$ cat src/design/assert_macros.svh
// ---------------------------------------------------------------------------
// assert_macros.svh
// Concurrent assertion wrappers; define ASSERT_OFF to compile them out.
// ---------------------------------------------------------------------------
`ifndef ASSERT_MACROS_SVH
`define ASSERT_MACROS_SVH

`ifndef ASSERT_OFF

// Same-cycle implication, checked at every rising clock edge out of reset.
`define ASSERT_SAME(lbl, clk, rst, ante, cons, msg) \
  lbl: assert property (@(posedge clk) disable iff (rst) (ante) |-> (cons)) else $error(msg);

// Next-cycle implication.
`define ASSERT_NEXT(lbl, clk, rst, ante, cons, msg) \
  lbl: assert property (@(posedge clk) disable iff (rst) (ante) |=> (cons)) else $error(msg);

`else

`define ASSERT_SAME(lbl, clk, rst, ante, cons, msg)
`define ASSERT_NEXT(lbl, clk, rst, ante, cons, msg)

`endif

`endif

$ cat src/design/kstt_pkg.sv
// ---------------------------------------------------------------------------
// kstt_pkg
// Shared codes, widths and types of the keyed timer table.
// ---------------------------------------------------------------------------
package kstt_pkg;

  localparam int NUM_TIMERS_DEF = 8;
  localparam int KEY_BITS_DEF   = 16;

  // Field widths
  localparam int ACT_W  = 2;
  localparam int NOW_W  = 63;
  localparam int KEY_W  = 16;
  localparam int PER_W  = 32;
  localparam int KIND_W = 2;
  localparam int STAT_W = 3;
  localparam int SEQ_W  = 32;
  localparam int DL_W   = 64;
  localparam int PUS_W  = 42;   // period in microseconds

  localparam logic [9:0] MS_TO_US = 10'd1000;

  // Input actions
  localparam logic [ACT_W-1:0] ACT_TICK   = 2'd0;
  localparam logic [ACT_W-1:0] ACT_START  = 2'd1;
  localparam logic [ACT_W-1:0] ACT_CANCEL = 2'd2;

  // Result kinds
  localparam logic [KIND_W-1:0] KIND_START  = 2'd0;
  localparam logic [KIND_W-1:0] KIND_CANCEL = 2'd1;
  localparam logic [KIND_W-1:0] KIND_EXPIRY = 2'd2;
  localparam logic [KIND_W-1:0] KIND_DONE   = 2'd3;

  // Result status
  localparam logic [STAT_W-1:0] ST_OK        = 3'd0;
  localparam logic [STAT_W-1:0] ST_INVALID   = 3'd1;
  localparam logic [STAT_W-1:0] ST_NO_FREE   = 3'd2;
  localparam logic [STAT_W-1:0] ST_NOT_FOUND = 3'd3;
  localparam logic [STAT_W-1:0] ST_BACKWARD  = 3'd4;

  typedef enum logic [3:0] {
    S_IDLE,
    S_READ,
    S_EVAL,
    S_EXPIRE,
    S_MUL,
    S_DIV,
    S_DIV_WAIT,
    S_ADVANCE,
    S_NEXT,
    S_ARM,
    S_REPLY
  } state_t;

  // Remainder unit request and response
  typedef struct packed {
    logic             start;
    logic [NOW_W-1:0] dividend;
    logic [PUS_W-1:0] divisor;
  } rem_req_t;

  typedef struct packed {
    logic             busy;
    logic             done;
    logic [PUS_W-1:0] rem;
  } rem_rsp_t;

endpackage

$ cat src/design/keyed_software_timer_table.sv
// ---------------------------------------------------------------------------
// keyed_software_timer_table
// Table of keyed one-shot and periodic timers driven by tick, start and
// cancel commands; ticks report every due timer in index order.
// ---------------------------------------------------------------------------
//  channel | direction | fields                                           | flow
//  in      | to block  | action now_us timer_key timer_period repeat_mode | in_valid / in_stall
//  out     | from block| kind status expired_key sequence_res last        | out_valid / out_stall
//
// Start and cancel walk the slot memory, reading and then comparing each slot,
// then reply; a start that finds its slot arms it before the reply.
// Tick reads, checks and steps past each slot; a periodic expiry also runs
// the 63-step remainder unit that realigns its deadline.
// in_stall is high from the transfer until the last result is loaded into
// the output register; out_stall holds the sequencer while that register
// is full. Reset marks all slots inactive at once; no clearing pass is needed.
// ---------------------------------------------------------------------------
`include "assert_macros.svh"

module keyed_software_timer_table #(
  parameter int NUM_TIMERS = kstt_pkg::NUM_TIMERS_DEF,
  parameter int KEY_BITS   = kstt_pkg::KEY_BITS_DEF
) (
  input  logic                         clk,
  input  logic                         rst,
  input  logic                         in_valid,
  output logic                         in_stall,
  input  logic [kstt_pkg::ACT_W-1:0]   action,
  input  logic [kstt_pkg::NOW_W-1:0]   now_us,
  input  logic [kstt_pkg::KEY_W-1:0]   timer_key,
  input  logic [kstt_pkg::PER_W-1:0]   timer_period,
  input  logic                         repeat_mode,
  output logic                         out_valid,
  input  logic                         out_stall,
  output logic [kstt_pkg::KIND_W-1:0]  kind,
  output logic [kstt_pkg::STAT_W-1:0]  status,
  output logic [kstt_pkg::KEY_W-1:0]   expired_key,
  output logic [kstt_pkg::SEQ_W-1:0]   sequence_res,
  output logic                         last
);

  localparam int NW  = kstt_pkg::NOW_W;
  localparam int KW  = kstt_pkg::KEY_W;
  localparam int PW  = kstt_pkg::PER_W;
  localparam int UW  = kstt_pkg::PUS_W;
  localparam int SW  = kstt_pkg::SEQ_W;
  localparam int DW  = kstt_pkg::DL_W;
  localparam int SK  = (KEY_BITS < KW) ? KEY_BITS : KW;
  localparam int IW  = (NUM_TIMERS > 1) ? $clog2(NUM_TIMERS) : 1;
  localparam logic [IW-1:0] LAST_IDX = IW'(NUM_TIMERS - 1);

  kstt_pkg::state_t state;
  kstt_pkg::state_t state_next;

  // Command registers
  logic [kstt_pkg::ACT_W-1:0] action_r;
  logic [NW-1:0]              now_r;
  logic [SK-1:0]              key_r;
  logic [PW-1:0]              period_r;
  logic                       mode_r;
  logic [UW-1:0]              pus;
  logic [DW-1:0]              npd;
  logic [NW-1:0]              current_time;
  logic [IW-1:0]              idx;
  logic [IW-1:0]              pick;
  logic                       free_found;
  logic [kstt_pkg::KIND_W-1:0] rep_kind;
  logic [kstt_pkg::STAT_W-1:0] rep_status;
  logic [NUM_TIMERS-1:0]      active;

  // Slot memory
  logic          mem_periodic [NUM_TIMERS];
  logic [SK-1:0] mem_key      [NUM_TIMERS];
  logic [PW-1:0] mem_period   [NUM_TIMERS];
  logic [SW-1:0] mem_seq      [NUM_TIMERS];
  logic [DW-1:0] mem_deadline [NUM_TIMERS];

  logic          rd_periodic;
  logic [SK-1:0] rd_key;
  logic [PW-1:0] rd_period;
  logic [SW-1:0] rd_seq;
  logic [DW-1:0] rd_deadline;

  logic          rd_en;
  logic          wr_en;
  logic [IW-1:0] wr_addr;
  logic          wr_periodic;
  logic [SK-1:0] wr_key;
  logic [PW-1:0] wr_period;
  logic [SW-1:0] wr_seq;
  logic [DW-1:0] wr_deadline;

  // Output stage controls
  logic                        out_free;
  logic                        out_load;
  logic [kstt_pkg::KIND_W-1:0] kind_d;
  logic [kstt_pkg::STAT_W-1:0] status_d;
  logic [KW-1:0]               key_d;
  logic [SW-1:0]               seq_d;
  logic                        last_d;

  kstt_pkg::rem_req_t rem_req;
  kstt_pkg::rem_rsp_t rem_rsp;

  // Decode helpers
  logic          in_acc;
  logic [SK-1:0] key_m;
  logic          start_bad;
  logic          backward;
  logic          slot_act;
  logic          match;
  logic          at_last;
  logic          due;
  logic          keep_running;

  assign in_acc       = in_valid && !in_stall;
  assign key_m        = timer_key[SK-1:0];
  assign start_bad    = (key_m == '0) || (timer_period == '0);
  assign backward     = now_us < current_time;
  assign slot_act     = active[idx];
  assign match        = slot_act && (rd_key == key_r);
  assign at_last      = idx == LAST_IDX;
  assign due          = slot_act && ({1'b0, now_r} >= rd_deadline);
  assign keep_running = rd_periodic && (rd_period != '0);
  assign out_free     = !out_valid || !out_stall;

  kstt_rem_unit u_rem (
    .clk (clk),
    .rst (rst),
    .req (rem_req),
    .rsp (rem_rsp)
  );

  assign rem_req.start    = (state == kstt_pkg::S_DIV);
  assign rem_req.dividend = NW'({1'b0, now_r} - rd_deadline);
  assign rem_req.divisor  = pus;

  // Next state
  always_comb begin
    state_next = state;
    case (state)
      kstt_pkg::S_IDLE: begin
        if (in_acc) begin
          case (action)
            kstt_pkg::ACT_START:  state_next = start_bad ? kstt_pkg::S_REPLY : kstt_pkg::S_READ;
            kstt_pkg::ACT_CANCEL: state_next = kstt_pkg::S_READ;
            kstt_pkg::ACT_TICK:   state_next = backward ? kstt_pkg::S_REPLY : kstt_pkg::S_READ;
            default:              state_next = kstt_pkg::S_IDLE;
          endcase
        end
      end
      kstt_pkg::S_READ: state_next = kstt_pkg::S_EVAL;
      kstt_pkg::S_EVAL: begin
        case (action_r)
          kstt_pkg::ACT_START: begin
            if (match) begin
              state_next = kstt_pkg::S_ARM;
            end else if (at_last) begin
              state_next = (free_found || !slot_act) ? kstt_pkg::S_ARM : kstt_pkg::S_REPLY;
            end else begin
              state_next = kstt_pkg::S_READ;
            end
          end
          kstt_pkg::ACT_CANCEL: begin
            state_next = (match || at_last) ? kstt_pkg::S_REPLY : kstt_pkg::S_READ;
          end
          default: state_next = due ? kstt_pkg::S_EXPIRE : kstt_pkg::S_NEXT;
        endcase
      end
      kstt_pkg::S_EXPIRE: begin
        if (out_free) begin
          state_next = keep_running ? kstt_pkg::S_MUL : kstt_pkg::S_NEXT;
        end
      end
      kstt_pkg::S_MUL:      state_next = kstt_pkg::S_DIV;
      kstt_pkg::S_DIV:      state_next = kstt_pkg::S_DIV_WAIT;
      kstt_pkg::S_DIV_WAIT: begin
        if (rem_rsp.done) begin
          state_next = kstt_pkg::S_ADVANCE;
        end
      end
      kstt_pkg::S_ADVANCE:  state_next = kstt_pkg::S_NEXT;
      kstt_pkg::S_NEXT:     state_next = at_last ? kstt_pkg::S_REPLY : kstt_pkg::S_READ;
      kstt_pkg::S_ARM:      state_next = kstt_pkg::S_REPLY;
      kstt_pkg::S_REPLY: begin
        if (out_free) begin
          state_next = kstt_pkg::S_IDLE;
        end
      end
      default: state_next = kstt_pkg::S_IDLE;
    endcase
  end

  // Outputs and memory controls
  always_comb begin
    in_stall    = (state != kstt_pkg::S_IDLE);
    rd_en       = 1'b0;
    wr_en       = 1'b0;
    wr_addr     = idx;
    wr_periodic = rd_periodic;
    wr_key      = rd_key;
    wr_period   = rd_period;
    wr_seq      = rd_seq + 1'b1;
    wr_deadline = npd - DW'(rem_rsp.rem);
    out_load    = 1'b0;
    kind_d      = rep_kind;
    status_d    = rep_status;
    key_d       = '0;
    seq_d       = '0;
    last_d      = 1'b1;
    case (state)
      kstt_pkg::S_READ: rd_en = 1'b1;
      kstt_pkg::S_EXPIRE: begin
        out_load = out_free;
        kind_d   = kstt_pkg::KIND_EXPIRY;
        status_d = kstt_pkg::ST_OK;
        key_d    = KW'(rd_key);
        seq_d    = rd_seq;
        last_d   = 1'b0;
      end
      kstt_pkg::S_ADVANCE: wr_en = 1'b1;
      kstt_pkg::S_ARM: begin
        wr_en       = 1'b1;
        wr_addr     = pick;
        wr_periodic = mode_r;
        wr_key      = key_r;
        wr_period   = period_r;
        wr_seq      = '0;
        wr_deadline = {1'b0, current_time} + DW'(pus);
      end
      kstt_pkg::S_REPLY: out_load = out_free;
      default: ;
    endcase
  end

  always_ff @(posedge clk) begin
    if (rd_en) begin
      rd_periodic <= mem_periodic[idx];
      rd_key      <= mem_key[idx];
      rd_period   <= mem_period[idx];
      rd_seq      <= mem_seq[idx];
      rd_deadline <= mem_deadline[idx];
    end
  end

  always_ff @(posedge clk) begin
    if (wr_en) begin
      mem_periodic[wr_addr] <= wr_periodic;
      mem_key[wr_addr]      <= wr_key;
      mem_period[wr_addr]   <= wr_period;
      mem_seq[wr_addr]      <= wr_seq;
      mem_deadline[wr_addr] <= wr_deadline;
    end
  end

  // Control state
  always_ff @(posedge clk) begin
    if (rst) begin
      state        <= kstt_pkg::S_IDLE;
      active       <= '0;
      current_time <= '0;
      out_valid    <= 1'b0;
    end else begin
      state <= state_next;
      if (out_load) begin
        out_valid <= 1'b1;
      end else if (!out_stall) begin
        out_valid <= 1'b0;
      end
      if (in_acc && (action == kstt_pkg::ACT_TICK) && !backward) begin
        current_time <= now_us;
      end
      case (state)
        kstt_pkg::S_EVAL: begin
          // free the matching slot on cancel
          if ((action_r == kstt_pkg::ACT_CANCEL) && match) begin
            active[idx] <= 1'b0;
          end
        end
        kstt_pkg::S_EXPIRE: begin
          if (out_free && !keep_running) begin
            active[idx] <= 1'b0;
          end
        end
        kstt_pkg::S_ARM: active[pick] <= 1'b1;
        default: ;
      endcase
    end
  end

  // Command and scan datapath
  always_ff @(posedge clk) begin
    if (out_load) begin
      kind         <= kind_d;
      status       <= status_d;
      expired_key  <= key_d;
      sequence_res <= seq_d;
      last         <= last_d;
    end
    case (state)
      kstt_pkg::S_IDLE: begin
        if (in_acc) begin
          action_r   <= action;
          now_r      <= now_us;
          key_r      <= key_m;
          period_r   <= timer_period;
          mode_r     <= repeat_mode;
          pus        <= UW'(timer_period) * UW'(kstt_pkg::MS_TO_US);
          idx        <= '0;
          free_found <= 1'b0;
          rep_status <= kstt_pkg::ST_OK;
          case (action)
            kstt_pkg::ACT_START: begin
              rep_kind <= kstt_pkg::KIND_START;
              if (start_bad) begin
                rep_status <= kstt_pkg::ST_INVALID;
              end
            end
            kstt_pkg::ACT_CANCEL: rep_kind <= kstt_pkg::KIND_CANCEL;
            default: begin
              rep_kind <= kstt_pkg::KIND_DONE;
              if (backward) begin
                rep_status <= kstt_pkg::ST_BACKWARD;
              end
            end
          endcase
        end
      end
      kstt_pkg::S_EVAL: begin
        case (action_r)
          kstt_pkg::ACT_START: begin
            if (match) begin
              pick <= idx;
            end else begin
              // remember the lowest free slot
              if (!slot_act && !free_found) begin
                pick       <= idx;
                free_found <= 1'b1;
              end
              if (at_last) begin
                if (!(free_found || !slot_act)) begin
                  rep_status <= kstt_pkg::ST_NO_FREE;
                end
              end else begin
                idx <= idx + 1'b1;
              end
            end
          end
          kstt_pkg::ACT_CANCEL: begin
            if (!match) begin
              if (at_last) begin
                rep_status <= kstt_pkg::ST_NOT_FOUND;
              end else begin
                idx <= idx + 1'b1;
              end
            end
          end
          default: ;
        endcase
      end
      kstt_pkg::S_MUL: pus <= UW'(rd_period) * UW'(kstt_pkg::MS_TO_US);
      kstt_pkg::S_DIV: npd <= {1'b0, now_r} + DW'(pus);
      kstt_pkg::S_NEXT: begin
        if (!at_last) begin
          idx <= idx + 1'b1;
        end
      end
      default: ;
    endcase
  end

  // Checks
  `ASSERT_NEXT(a_tick_time, clk, rst, in_valid && !in_stall && (action == kstt_pkg::ACT_TICK) && (now_us >= current_time), current_time == $past(now_us), "tick did not update the stored time")
  `ASSERT_SAME(a_rem_owned, clk, rst, rem_rsp.busy || rem_rsp.done, state == kstt_pkg::S_DIV_WAIT, "remainder unit running outside its wait state")
  `ASSERT_SAME(a_expiry_not_last, clk, rst, out_valid && (kind == kstt_pkg::KIND_EXPIRY), !last, "expiry flagged as last result")
  `ASSERT_SAME(a_reply_last, clk, rst, out_valid && (kind != kstt_pkg::KIND_EXPIRY), last, "reply or done not flagged as last result")

endmodule

$ cat src/design/kstt_rem_unit.sv
// ---------------------------------------------------------------------------
// kstt_rem_unit
// Bit-serial restoring remainder: one dividend bit per cycle, MSB first.
// ---------------------------------------------------------------------------
module kstt_rem_unit (
  input  logic               clk,
  input  logic               rst,
  input  kstt_pkg::rem_req_t req,
  output kstt_pkg::rem_rsp_t rsp
);

  localparam int NW    = kstt_pkg::NOW_W;
  localparam int PW    = kstt_pkg::PUS_W;
  localparam int CNT_W = $clog2(NW);
  localparam logic [CNT_W-1:0] LAST_STEP = CNT_W'(NW - 1);

  logic             busy;
  logic             done;
  logic [CNT_W-1:0] cnt;
  logic [NW-1:0]    dvd;
  logic [PW-1:0]    dsr;
  logic [PW-1:0]    rem;
  logic [PW-1:0]    rem_next;
  logic [PW:0]      trial;
  logic [PW:0]      trial_sub;

  always_comb begin
    trial     = {rem, dvd[NW-1]};
    trial_sub = trial - {1'b0, dsr};
    if (trial >= {1'b0, dsr}) begin
      rem_next = trial_sub[PW-1:0];
    end else begin
      rem_next = trial[PW-1:0];
    end
  end

  always_ff @(posedge clk) begin
    if (rst) begin
      busy <= 1'b0;
      done <= 1'b0;
      cnt  <= '0;
    end else begin
      done <= 1'b0;
      if (req.start) begin
        busy <= 1'b1;
        cnt  <= '0;
      end else if (busy) begin
        cnt <= cnt + 1'b1;
        if (cnt == LAST_STEP) begin
          busy <= 1'b0;
          done <= 1'b1;
        end
      end
    end
  end

  always_ff @(posedge clk) begin
    if (req.start) begin
      dvd <= req.dividend;
      dsr <= req.divisor;
      rem <= '0;
    end else if (busy) begin
      dvd <= {dvd[NW-2:0], 1'b0};
      rem <= rem_next;
    end
  end

  assign rsp.busy = busy;
  assign rsp.done = done;
  assign rsp.rem  = rem;

endmodule
$ cat config.mk
export PLATFORM = sky130hd
export DESIGN_NAME = keyed_software_timer_table
export DESIGN_NICKNAME = d
export VERILOG_FILES = /design/src/design/kstt_pkg.sv /design/src/design/keyed_software_timer_table.sv /design/src/design/kstt_rem_unit.sv
export VERILOG_INCLUDE_DIRS = /design/src /design/src/design
export SDC_FILE = /design/constraint.sdc
export NUM_CORES = 2
export LEC_CHECK = 0
export ABC_CLOCK_PERIOD_IN_PS = 10700
export BUFFER_PORTS_ARGS = -buffer_cell sky130_fd_sc_hd__buf_4
export CELL_PAD_IN_SITES_DETAIL_PLACEMENT = 1
export CELL_PAD_IN_SITES_GLOBAL_PLACEMENT = 1
export CORE_MARGIN = 4
export CORE_UTILIZATION = 40
export CTS_BUF_LIST = sky130_fd_sc_hd__clkbuf_8
export DETAILED_ROUTE_END_ITERATION = 7
export HOLD_SLACK_MARGIN = 0.03
export PLACE_DENSITY = 0.66
export SYNTH_ARGS = -nofsm -noshare
export SYNTH_HDL_FRONTEND = slang
export SYNTH_SLANG_ARGS = --single-unit
$ cat constraint.sdc
create_clock -name clk -period 10.7 [get_ports clk]
set_input_delay 0.535 -clock clk [delete_from_list [all_inputs] [get_ports clk]]
set_output_delay 0.535 -clock clk [all_outputs]
set_load 0.02 [all_outputs]
==> impl_metrics.yaml <==
timing:
  fmax_mhz: 173
  period_minus_slack_ns: 5.79
  timing.final.crit_share_pct: 54.1
  tightest_slew_ns: 1.39
  relSlewSlack_pct: 6.64
  setup_ws_ns: 4.91
  fin_skew_ns: 0.100
  finalHoldViolCount: 0
  slew_violations: 0
  setup-tns-final_ns: 0
  setup_viol: 0
  rsz0062_at_grt: "no"
critical_path:
  crit_top_cell: "fa_1"
  end_kind: "flop"
  critPathMaxFanout: 5
  crit_chain: "dlygate4sd3_1 -> buf_4 -> inv_1 -> fa_1 -> fa_1 -> fa_1 -> fa_1 -> inv_1 -> ha_1 -> a2111oi_0 -> o21ai_0 -> a32o_1 -> a211oi_1 -> or3_1 -> a31oi_1 -> a32oi_1 -> o21ai_0 -> or3_1"
  timing.critical_path.buf_inv: 4
  crit_slowest_cell: "a211oi_1"
  startpoint_type: "input port"
  cp_slowest_stage_delay_ns: 0.59
  arrival_ns: 6.56
  cp_top_family: "adder cells"
  criticalPathCategory: "input port to flop"
  cp_data_required_time_ns: 11.47
power:
  cellPowerDensity_nw_per_um2: 214
  power_switching_mw: 7.93
  p_seq_share_pct: 39.0
  pwr-share-clk_pct: 27.8
  p_int_mw: 14.4
  total_power_mw: 22.3
  sw_frac_of_total_pct: 35.5
  combPwrFrac_pct: 33.2
  total_leakage_power_nw: 39.1
  peakVddDrop_uv: 174
logic_synthesis:
  synth_seq_area_share_pct: 57.9
  ys_ff_latch: 1816
  avgSynthCellArea_um2: 12.6
  synth_top_area_share_pct: 55.2
  synth_ff_type: "edfxtp_1"
  syn_area_um2: 92000
  ys_warn_count: 0
  async_flop_share_pct: 0
  synth.area.top_cells: "edfxtp_1 55%, ha_1 6.7%, fa_1 5.2%"
  syn-num-nets: 8185
  synth-edff-count: 1690
  synth_area_leader_cell: "edfxtp_1"
  synthDistinctLibCells: 93
  synthCells: 7330
clock_tree:
  post_cts_buffers: 0
  clockBufferDepth: 4
  cts_tree: "yes"
  hold_buffers: 117
  post_cts_resized: 0
  clock-root-buffer: "clkbuf_8"
  cts.reportedPaths.clkPinSlew_ns: 0.06
  cts_sinks: 1816
  worstSkewPairLatency_ns: 1.09
  h-tree-depth: 5
  numCtsBuffers: 331
hold_path:
  hold_class: "input port to flop"
global_routing:
  antenna_found_initial: 19
  grt_max_degree: 147
  grt_pass1_wl_mm: 427
  gr-total-overflow: 0
  grt_pass1_vias: 66394
  grt.total_usage_pct: 23.8
placement:
  dpl_cell_area_um2: 96800
  gp_congestion: 0.912
  dp_slack_ns: 4.43
  port_buffers: 173
  hpwl_mm: 190
detailed_routing:
  dr.pass1.iters: 6
  ant_nets: 0
  vias: 62552
  routed_via_density: 5.68
  drcViolationCount: 0
  wl_per_cell_um: 26.0
  drt_iter0_markers: 5313
  routed_wl_mm: 286
die:
  ioPinCount: 174
  die_area_um2: 238000
  row_count: 175
  core-area_um2: 228000
  start_util_pct: 40.3
  die_h_um: 488
  die_w_um: 488
layout:
  layout-drive-gt1-share_pct: 9.69
  fin_area_um2: 104000
  synthToLayoutAreaGrowth_pct: 13.1
  layout.nets: 8600
  postLayoutCoreUtil_pct: 45.6
outcome:
  status: "finished, final reports clean"
run:
  max_cap_violations: 0
## per-layer routing
metal	vias to the layer above	GRT usage, %	part of all wire, %
li1	28309	-	-
met1	32086	32.9	44
met2	1773	38.8	47
met3	384	3.57	5.9
met4	0	7.65	3.1
met5	-	0	0
## logic make-up after synthesis
group                      count (synthesis)  synth area share (%)
xor gates and xnor gates                 349                  3.32
DFF                                     1816                  57.9
muxes                                     92                  1.03
AOI/OAI and AO/OA                       1887                  13.7
buffers and inverters                    917                  3.80
adders and majority gates                737                  12.0
and+or+nand+nor                         1532                  8.27
## registers in the layout, indices dropped and copies added (netlist names), 64 cells and up
name / cells
mem_key: 128
npd: 64
mem_period: 256
mem_seq: 256
rd_deadline: 64
mem_deadline: 512
## placed cells by master (no fill, tap or decap), drive strengths merged, types with 50 or more instances in the layout
master       instances
edfxtp            1690
inv                720
a22oi              585
ha                 496
nand2              412
o21ai              370
a21oi              358
clkbuf             351
nor2               331
buf                261
fa                 241
nand4              208
xnor2              203
a21o               178
xor2               146
dfxtp              126
dlygate4sd3        117
clkinv             117
nor3               104
nand3               90
mux2i               85
and2                77
nor4                66
a211oi              63
nand2b              50
## synthesized netlist by cell type, types with 85 or more instances
master    instances
dfxtp_1         126
xnor2_1         203
o21ai_0         358
clkbuf_1        241
a21oi_1         358
nand4_1         208
inv_1           619
a21o_1          178
nor2_1          331
edfxtp_1       1690
nand3_1          90
nor3_1          103
fa_1            241
mux2i_1          85
xor2_1          146
a22oi_1         585
ha_1            496
nand2_1         412
## power by group through the flow
stage	registers [mW]	clock network [mW]	logic, mW
6_report	8.71	6.20	7.42
5_1_grt	8.70	6.71	8.25
4_1_cts	8.69	6.36	7.40
3_5_place_dp	8.83	0	7.31
3_3_place_gp	8.82	0	7.15
2_1_floorplan	8.59	0	5.16
## through the flow
stage | hold WS, ns | cells
after detailed placement | 0.438 | 10304
final | 0.184 | 11012
after global placement | 0.440 | 10304
after global routing | 0.130 | 11006
after floorplan | 0.426 | 7330
after CTS | 0.0659 | 11005
## worst register-to-register path, stage by stage (launching register included)
cell	delay, ns
edfxtp_1	0.45
inv_1	0.23
fa_1	0.48
fa_1	0.50
fa_1	0.52
inv_1	0.05
fa_1	0.45
ha_1	0.35
a21oi_1	0.28
o211ai_1	0.17
a311oi_2	0.43
o211ai_1	0.21
o21ai_1	0.34
o21ai_0	0.26
a211o_1	0.32
a21oi_1	0.18
xor2_1	0.15
mux2i_1	0.10
## layout make-up
| type | instances | area (µm²) |
|---|---|---|
| fill | 23782 | 124000 |
| sequential | 1816 | 53300 |
| multi-input combinational | 4597 | 35400 |
| clock buffer | 351 | 4830 |
| tap | 3009 | 3760 |
| timing repair buffer | 378 | 3170 |
| inverter | 621 | 2340 |
| clock inverter | 233 | 1220 |
| antenna | 7 | 17.5 |
## final timing paths
path | start | end | slack [ns] | depth (start not counted)
max | timer_period[5] | pus[41]$_DFFE_PP_ | 4.91 | 18
min | repeat_mode | mode_r$_DFFE_PP_ | 0.18 | 2
max reg2reg | rd_period[3]$_DFFE_PP_ | pus[40]$_DFFE_PP_ | 4.95 | 17
min reg2reg | now_r[0]$_DFFE_PP_ | npd[0]$_DFFE_PP_ | 0.46 | 0
Note: power is estimated with default switching activity, not from simulation.
